`src/design/lwpw_pkg.sv`:
```
// Shared types and constants for the LCD window pixel writer.
package lwpw_pkg;

  // Screen size in pixels; positions at or beyond these are not written.
  localparam int unsigned ScreenWidth  = 128;
  localparam int unsigned ScreenHeight = 128;

  localparam int unsigned COORD_W     = 9;
  localparam int unsigned CFG_INDEX_W = 3;
  localparam int unsigned CFG_DATA_W  = 8;
  localparam int unsigned PIXEL_W     = 16;
  localparam int unsigned OUT_TDATA_W = 40;

  // Register values after reset.
  localparam logic [6:0] LEFT_RESET   = 7'd0;
  localparam logic [6:0] TOP_RESET    = 7'd0;
  localparam logic [7:0] WIDTH_RESET  = 8'd128;
  localparam logic [7:0] HEIGHT_RESET = 8'd128;

  // Scan orders; the unused code behaves as normal.
  typedef enum logic [1:0] {
    SCAN_NORMAL  = 2'd0,
    SCAN_FLIPPED = 2'd1,
    SCAN_ROTATED = 2'd2
  } scan_mode_e;

  // Configuration register indexes.
  typedef enum logic [CFG_INDEX_W-1:0] {
    CFG_WINDOW_LEFT   = 3'd0,
    CFG_WINDOW_TOP    = 3'd1,
    CFG_WINDOW_WIDTH  = 3'd2,
    CFG_WINDOW_HEIGHT = 3'd3,
    CFG_SCAN_MODE     = 3'd4
  } cfg_reg_e;

  // Cursor status handed from the cursor unit to the formatter.
  typedef struct packed {
    logic [COORD_W-1:0] column;
    logic [COORD_W-1:0] row;
    logic               done;
  } cursor_t;

  // One frame memory write result.
  typedef struct packed {
    logic       write_valid;
    logic [6:0] write_column;
    logic [6:0] write_row;
    logic [7:0] red_byte;
    logic [7:0] green_byte;
    logic [7:0] blue_byte;
  } result_t;

endpackage

```
`src/design/lwpw_cursor.sv`:
```
// Window registers and the write cursor that walks the window in scan order.
module lwpw_cursor (
  input  logic                             clk_i,
  input  logic                             rst_ni,
  input  logic                             cfg_we_i,
  input  logic [lwpw_pkg::CFG_INDEX_W-1:0] cfg_index_i,
  input  logic [lwpw_pkg::CFG_DATA_W-1:0]  cfg_data_i,
  input  logic                             step_i,
  output lwpw_pkg::cursor_t                cursor_o
);
  import lwpw_pkg::*;

  logic [6:0]         left_q, left_d;
  logic [6:0]         top_q, top_d;
  logic [7:0]         width_q, width_d;
  logic [7:0]         height_q, height_d;
  logic [1:0]         mode_q, mode_d;
  logic [COORD_W-1:0] col_q, col_d;
  logic [COORD_W-1:0] row_q, row_d;
  logic               done_q, done_d;
  logic               cfg_hit;
  logic [COORD_W-1:0] right_new, bottom_new;
  logic [COORD_W-1:0] right_cur, bottom_cur;

  // Register writes; an index past the last register is ignored.
  always_comb begin
    left_d   = left_q;
    top_d    = top_q;
    width_d  = width_q;
    height_d = height_q;
    mode_d   = mode_q;
    cfg_hit  = 1'b0;
    if (cfg_we_i) begin
      unique case (cfg_index_i)
        CFG_WINDOW_LEFT: begin
          left_d  = cfg_data_i[6:0];
          cfg_hit = 1'b1;
        end
        CFG_WINDOW_TOP: begin
          top_d   = cfg_data_i[6:0];
          cfg_hit = 1'b1;
        end
        CFG_WINDOW_WIDTH: begin
          width_d = cfg_data_i;
          cfg_hit = 1'b1;
        end
        CFG_WINDOW_HEIGHT: begin
          height_d = cfg_data_i;
          cfg_hit  = 1'b1;
        end
        CFG_SCAN_MODE: begin
          mode_d  = cfg_data_i[1:0];
          cfg_hit = 1'b1;
        end
        default: begin
        end
      endcase
    end
  end

  // Window edges in nine bits, for the new and the current register values.
  assign right_new  = {2'b00, left_d} + {1'b0, width_d} - 9'd1;
  assign bottom_new = {2'b00, top_d} + {1'b0, height_d} - 9'd1;
  assign right_cur  = {2'b00, left_q} + {1'b0, width_q} - 9'd1;
  assign bottom_cur = {2'b00, top_q} + {1'b0, height_q} - 9'd1;

  // Next cursor: reload to the start corner on a write to a known register, else advance on a step until done.
  always_comb begin
    col_d  = col_q;
    row_d  = row_q;
    done_d = done_q;
    if (cfg_hit) begin
      col_d  = {2'b00, left_d};
      row_d  = {2'b00, top_d};
      done_d = (width_d == 8'd0) || (height_d == 8'd0);
      if (mode_d == SCAN_ROTATED) begin
        row_d = bottom_new;
      end else if (mode_d == SCAN_FLIPPED) begin
        col_d = right_new;
        row_d = bottom_new;
      end
    end else if (step_i && !done_q) begin
      if (mode_q == SCAN_ROTATED) begin
        // Bottom to top, then one column right.
        if (row_q == {2'b00, top_q}) begin
          row_d = bottom_cur;
          if (col_q == right_cur) begin
            done_d = 1'b1;
          end else begin
            col_d = col_q + 9'd1;
          end
        end else begin
          row_d = row_q - 9'd1;
        end
      end else if (mode_q == SCAN_FLIPPED) begin
        // Right to left, then one row up.
        if (col_q == {2'b00, left_q}) begin
          col_d = right_cur;
          if (row_q == {2'b00, top_q}) begin
            done_d = 1'b1;
          end else begin
            row_d = row_q - 9'd1;
          end
        end else begin
          col_d = col_q - 9'd1;
        end
      end else begin
        // Left to right, then one row down.
        if (col_q == right_cur) begin
          col_d = {2'b00, left_q};
          if (row_q == bottom_cur) begin
            done_d = 1'b1;
          end else begin
            row_d = row_q + 9'd1;
          end
        end else begin
          col_d = col_q + 9'd1;
        end
      end
    end
  end

  // Register and cursor state.
  always_ff @(posedge clk_i or negedge rst_ni) begin
    if (!rst_ni) begin
      left_q   <= LEFT_RESET;
      top_q    <= TOP_RESET;
      width_q  <= WIDTH_RESET;
      height_q <= HEIGHT_RESET;
      mode_q   <= SCAN_NORMAL;
      col_q    <= {2'b00, LEFT_RESET};
      row_q    <= {2'b00, TOP_RESET};
      done_q   <= 1'b0;
    end else begin
      left_q   <= left_d;
      top_q    <= top_d;
      width_q  <= width_d;
      height_q <= height_d;
      mode_q   <= mode_d;
      col_q    <= col_d;
      row_q    <= row_d;
      done_q   <= done_d;
    end
  end

  assign cursor_o.column = col_q;
  assign cursor_o.row    = row_q;
  assign cursor_o.done   = done_q;

endmodule

```
`src/design/lwpw_pixel_fmt.sv`:
```
// Expands an RGB565 pixel and forms the write at the current cursor.
module lwpw_pixel_fmt (
  input  logic [lwpw_pkg::PIXEL_W-1:0] pixel_i,
  input  lwpw_pkg::cursor_t            cursor_i,
  output lwpw_pkg::result_t            result_o
);
  import lwpw_pkg::*;

  logic on_screen;

  // A position off the screen is skipped but still consumes a pixel.
  assign on_screen = ({1'b0, cursor_i.column} < 10'(ScreenWidth)) &&
                     ({1'b0, cursor_i.row} < 10'(ScreenHeight));

  // A dropped pixel gives an all-zero word.
  always_comb begin
    result_o = '0;
    if (!cursor_i.done && on_screen) begin
      result_o.write_valid  = 1'b1;
      result_o.write_column = cursor_i.column[6:0];
      result_o.write_row    = cursor_i.row[6:0];
      result_o.red_byte     = {pixel_i[15:11], 3'b000};
      result_o.green_byte   = {pixel_i[10:5], 2'b00};
      result_o.blue_byte    = {pixel_i[4:0], 3'b000};
    end
  end

endmodule

```
`src/design/lwpw_out_reg.sv`:
```
// Output register that holds a result word until the sink takes it.
module lwpw_out_reg (
  input  logic              clk_i,
  input  logic              rst_ni,
  input  logic              load_i,
  input  lwpw_pkg::result_t result_i,
  input  logic              take_i,
  output logic              ready_o,
  output logic              valid_o,
  output lwpw_pkg::result_t result_o
);
  import lwpw_pkg::*;

  logic    valid_q, valid_d;
  result_t result_q;

  // Room for a new word when empty or when the held word leaves this cycle.
  assign ready_o = !valid_q || take_i;

  always_comb begin
    valid_d = valid_q;
    if (load_i) begin
      valid_d = 1'b1;
    end else if (take_i) begin
      valid_d = 1'b0;
    end
  end

  always_ff @(posedge clk_i or negedge rst_ni) begin
    if (!rst_ni) begin
      valid_q <= 1'b0;
    end else begin
      valid_q <= valid_d;
    end
  end

  // Payload needs no reset.
  always_ff @(posedge clk_i) begin
    if (load_i) begin
      result_q <= result_i;
    end
  end

  assign valid_o  = valid_q;
  assign result_o = result_q;

endmodule

```
`src/design/lcd_window_pixel_writer_core.sv`:
```
// Top level of the LCD window pixel writer: cursor, formatter and output register.
// An accepted pixel's write word is registered and on the output in the next cycle.
// Throughput: one pixel per cycle while the sink takes each word; the cursor compare and step are combinational.
// A pixel is taken while a held word leaves in the same cycle.
// Reset (asynchronous, active low) sets the full 128 by 128 window in normal
// order with the cursor at its top left corner and the output empty.
module lcd_window_pixel_writer_core (
  input  logic                             clk_i,
  input  logic                             rst_ni,
  input  logic                             cfg_we_i,
  input  logic [lwpw_pkg::CFG_INDEX_W-1:0] cfg_index_i,
  input  logic [lwpw_pkg::CFG_DATA_W-1:0]  cfg_data_i,
  input  logic                             s_axis_tvalid,
  output logic                             s_axis_tready,
  // pixel_rgb565
  input  logic [lwpw_pkg::PIXEL_W-1:0]     s_axis_tdata,
  output logic                             m_axis_tvalid,
  input  logic                             m_axis_tready,
  // write_column, write_row, red_byte, green_byte, blue_byte, two zero bits
  output logic [lwpw_pkg::OUT_TDATA_W-1:0] m_axis_tdata,
  // write_valid
  output logic                             m_axis_tuser
);
  import lwpw_pkg::*;

  logic    in_accept;
  logic    out_take;
  cursor_t cursor;
  result_t result_new;
  result_t result_out;

  assign in_accept = s_axis_tvalid && s_axis_tready;
  assign out_take  = m_axis_tvalid && m_axis_tready;

  lwpw_cursor u_cursor (
    .clk_i       (clk_i),
    .rst_ni      (rst_ni),
    .cfg_we_i    (cfg_we_i),
    .cfg_index_i (cfg_index_i),
    .cfg_data_i  (cfg_data_i),
    .step_i      (in_accept),
    .cursor_o    (cursor)
  );

  lwpw_pixel_fmt u_pixel_fmt (
    .pixel_i  (s_axis_tdata),
    .cursor_i (cursor),
    .result_o (result_new)
  );

  lwpw_out_reg u_out_reg (
    .clk_i    (clk_i),
    .rst_ni   (rst_ni),
    .load_i   (in_accept),
    .result_i (result_new),
    .take_i   (out_take),
    .ready_o  (s_axis_tready),
    .valid_o  (m_axis_tvalid),
    .result_o (result_out)
  );

  // Pack the output word, first field in the lowest bits.
  assign m_axis_tdata = {2'b00, result_out.blue_byte, result_out.green_byte,
                         result_out.red_byte, result_out.write_row,
                         result_out.write_column};
  assign m_axis_tuser = result_out.write_valid;

endmodule

```
`config.mk`:
```
export PLATFORM = sky130hd
export DESIGN_NAME = lcd_window_pixel_writer_core
export DESIGN_NICKNAME = d
export VERILOG_FILES = /design/src/design/lwpw_pkg.sv /design/src/design/lwpw_cursor.sv /design/src/design/lwpw_pixel_fmt.sv /design/src/design/lwpw_out_reg.sv /design/src/design/lcd_window_pixel_writer_core.sv
export SDC_FILE = /design/constraint.sdc
export NUM_CORES = 1
export LEC_CHECK = 0
export BUFFER_PORTS_ARGS = -buffer_cell sky130_fd_sc_hd__buf_2
export CORE_MARGIN = 4
export CORE_UTILIZATION = 50
export CTS_CLUSTER_SIZE = 16
export DETAILED_ROUTE_END_ITERATION = 6
export PLACE_DENSITY = 0.83
export SLEW_MARGIN = 20
export SYNTH_ARGS = -nofsm -noshare
export SYNTH_HDL_FRONTEND = slang
export SYNTH_SLANG_ARGS = --single-unit
```
`constraint.sdc`:
```
create_clock -name clk_i -period 3.44 [get_ports clk_i]
set_clock_uncertainty 0.1 [all_clocks]
set_input_delay 0.688 -clock clk_i [delete_from_list [all_inputs] [get_ports clk_i]]
set_output_delay 0.688 -clock clk_i [all_outputs]
set_load 0.005 [all_outputs]
```
==> impl_metrics.yaml <==
placement:
  place_hpwl_um: 16180
  post-place-ws_ns: -0.3957
  gp_congestion: 0.9860
  place_area_um2: 8742
  numPortBuffers: 64
critical_path:
  worst_ep_required_time_ns: 3.58
  reg2reg_slack_ns: -0.09
  path_buf_inv: 5
  reg2reg_from: "u_cursor.left_q[1]"
  cpMaxStageDelayCell: "fa_2"
  r2r_cells: 13
  path_class: "in -> reg"
  critical_path.max_stage_delay_ns: 0.36
  crit_fanout: 7
  endpoint_kind: "flop"
  cp.arrival_ns: 3.67
  worstPathCellList: "buf_2, nand2b_4, buf_4, nor3_4, buf_12, mux2i_4, ha_1, inv_1, ha_1, inv_1, fa_2, nor2b_1, o21a_1, o21ai_0, nand2b_1, a21oi_1, xnor2_1, a21oi_1, o32ai_1"
  start_kind: "input pin"
  path_delay_family: "adder cells"
  reg2reg_to: "u_cursor.row_q[7]"
outcome:
  status: "finished, violations left"
  violations: "negative setup slack"
grt:
  grtUsageTotal: 0.2481
  overflow: 0
  grt_pass1_vias: 6509
  grt_max_degree: 33
  antenna_found_initial: 0
  grt_pass1_wl_um: 33020
flow_run:
  cap_violations: 0
clock_tree:
  clkLatencyLatePin_ns: 0.35
  numCtsBuffers: 9
  clock_sinks: 83
  postCtsHoldBufs: 0
  clock_path_buffers: 2
  cts.htree.levels: 3
  root_buffer: "clkbuf_16"
  clkTransAtPathRegs_ns: 0.06
  cts_tree: "yes"
logic_synthesis:
  yosys_warnings: 0
  ys_seq_area_frac: 0.3030
  synth.area.top_cells: "dfrtp_1 (17%), edfxtp_1 (13%), ha_1 (10%)"
  async_flop_share: 0.6265
  syn_area_um2: 7375
  synth_ff_type: "dfrtp_1"
  synth_area_per_cell_um2: 8.595
  ys_ff_latch: 83
  synth.distinct_cells: 75
  synth_top_area_cell: "dfrtp_1"
  synth_edf_count: 31
  syn_inst: 858
  synth_top_area_frac: 0.1697
floorplan:
  ios: 75
  num_rows: 44
  fp.coreArea_um2: 14480
  die_area_um2: 16760
  die_x_um: 129.4
  dieHeight_um: 129.4
  initial_core_util: 0.5093
final_layout:
  fillers: 1075
  design_area_um2: 9394
  fin_nets: 1121
  num_antenna_cells: 0
  drive_gt1_frac: 0.2913
  syn_to_final_growth_pct: 27.38
detailed_routing:
  via_per_inst: 5.820
  ant_nets: 0
  drt_iter0_drc: 720
  firstDrtPassIters: 5
  vias: 7065
  post_drt_wl_per_cell_um: 18.15
  wl_um: 22040
  drc: 0
sta:
  tightestPinTransition_ns: 0.8119
  fmax_mhz: 283.2
  fin_ws_ns: -0.09123
  setup-tns-final_ns: -0.5904
  finalCriticalPeriod_ns: 3.531
  relSlewSlack: 0.4587
  min_period_over_period: 1.027
  hold_violations: 0
  finalSetupViolCount: 9
  drv_slew: 0
  rsz0062_at_grt: "yes"
power_and_ir_drop:
  powerDensity_nw_per_um2: 865.5
  p_leak_uw: 0.004371
  peakVddDrop_mv: 0.3223
min_path:
  hold_path_class: "in -> async"
==> layer usage <==
| layer | share of wire | vias to the layer above | wire (um) | track usage |
|---|---|---|---|---|
| met2 | 0.46 | 432 | 10100 | 0.3960 |
| met1 | 0.40 | 3271 | 8836 | 0.3366 |
| met4 | 0.033 | 0 | 721 | 0.08985 |
| met5 | 0 | - | 0 | 0 |
| li1 | - | 3291 | - | - |
| met3 | 0.11 | 71 | 2377 | 0.04864 |
==> metrics by stage <==
step	hold slack, ns	utilization	cells	total power [uW]
3_5_place_dp	0.4511	0.6038	1185	6624
3_3_place_gp	0.4324	0.6038	1185	6462
2_1_floorplan	0.2924	-	867	4980
4_1_cts	0.3495	0.6325	1206	7727
5_1_grt	0.3705	0.6488	1214	8671
6_report	0.3183	0.6488	1214	8130
==> cells in the mapped netlist, types with 5 or more instances <==
master,count
a21o_1,6
a21oi_1,41
a221oi_1,6
a31oi_1,8
and2_1,28
buf_2,10
buf_4,10
clkbuf_1,37
dfrtp_1,50
edfxtp_1,31
ha_1,60
inv_1,129
mux2i_1,41
nand2_1,41
nand2b_1,11
nand3_1,18
nand4_1,14
nor2_1,45
nor2b_1,8
nor3_1,28
nor3b_1,6
o211ai_1,12
o21a_1,6
o21ai_0,40
o22ai_1,5
or3_1,10
xnor2_1,45
xor2_1,25
==> sequential cells by signal, summed over array words and instances (netlist names) <==
name and flops:
u_cursor.col_q 9, u_out_reg.result_o 31, u_cursor.height_q 8, u_cursor.done_q 1, u_cursor.top_q 7, u_cursor.mode_q 2, u_out_reg.valid_o 1, u_cursor.width_q 8
u_cursor.row_q 9, u_cursor.left_q 7
==> cells by family after synthesis <==
kind of cell,after synthesis,synth area share
AOI/OAI and AO/OA,170,0.1571
DFF,83,0.3030
other,1,0.0005085
adders and majority gates,65,0.1140
muxes,45,0.06227
xor gates and xnor gates,72,0.08924
buffers and inverters,188,0.1035
and+or+nand+nor,234,0.1703
==> cell usage in the layout (no fill, tap or decap), drive strengths merged, types with 4 or more instances in the layout <==
cell / n
a221oi: 7
o22ai: 5
a211oi: 5
mux2i: 41
nor3: 30
clkbuf: 9
nor4: 5
a21oi: 41
o21ai: 40
and2: 28
nand3: 19
nor2b: 8
buf: 206
dfrtp: 50
xnor2: 45
nor2: 47
mux2: 4
ha: 60
fa: 4
a2111oi: 4
conb: 10
a21o: 6
nand2: 41
nand4: 14
o211ai: 12
inv: 134
a31oi: 8
or3: 10
edfxtp: 31
nand2b: 11
o21a: 6
nor3b: 6
xor2: 25
==> worst register-to-register path: cells and delay by family, from the launching register on <==
family | cells | cell delay (ns)
and+or+nand+nor | 3 | 0.55
muxes | 2 | 0.68
buffers and inverters | 2 | 0.10
adders and majority gates | 3 | 0.80
DFF | 1 | 0.39
AOI/OAI and AO/OA | 3 | 0.82
==> worst max-delay path by stage <==
stage,from,to,slack [ns],cells past startpoint
finish,cfg_index_i[1],u_cursor.col_q[7],-0.09,19
global route,u_cursor.width_q[2],u_cursor.col_q[2],-0.25,16
CTS,u_cursor.width_q[1],u_cursor.row_q[8],-0.14,13
detailed placement,cfg_we_i,u_cursor.row_q[7],-0.40,18
global placement,cfg_we_i,u_cursor.row_q[7],-0.27,18
floorplan,cfg_index_i[1],u_cursor.row_q[7],-0.08,17
==> power breakdown <==
part | total, uW | leakage, uW | switching [uW] | internal (uW)
clock | 939 | 0.000138 | 439 | 501
combinational | 5510 | 0.00330 | 2900 | 2610
sequential | 1680 | 0.000930 | 353 | 1330
==> what timing repair did <==
| item | 4_1_cts | 5_1_grt |
|---|---|---|
| resized for setup | 29 | 45 |
| pin swaps | 18 | 22 |
| endpoints found under the setup margin | 18 | 19 |
| cloned | 0 | 0 |
| buffers inserted | 5 | 8 |
==> final cells by class <==
type | count | area [um2] | area share
clock buffers | 9 | 225.2 | 0.02397
repair buffers | 206 | 1446 | 0.1540
clock inverters | 7 | 56.30 | 0.005994
inverters | 129 | 484.2 | 0.05154
flip-flops and latches | 83 | 2235 | 0.2379
multi-input cells | 596 | 4717 | 0.5021
well taps | 184 | 230.2 | 0.02451
(Power assumes the default switching activity.)
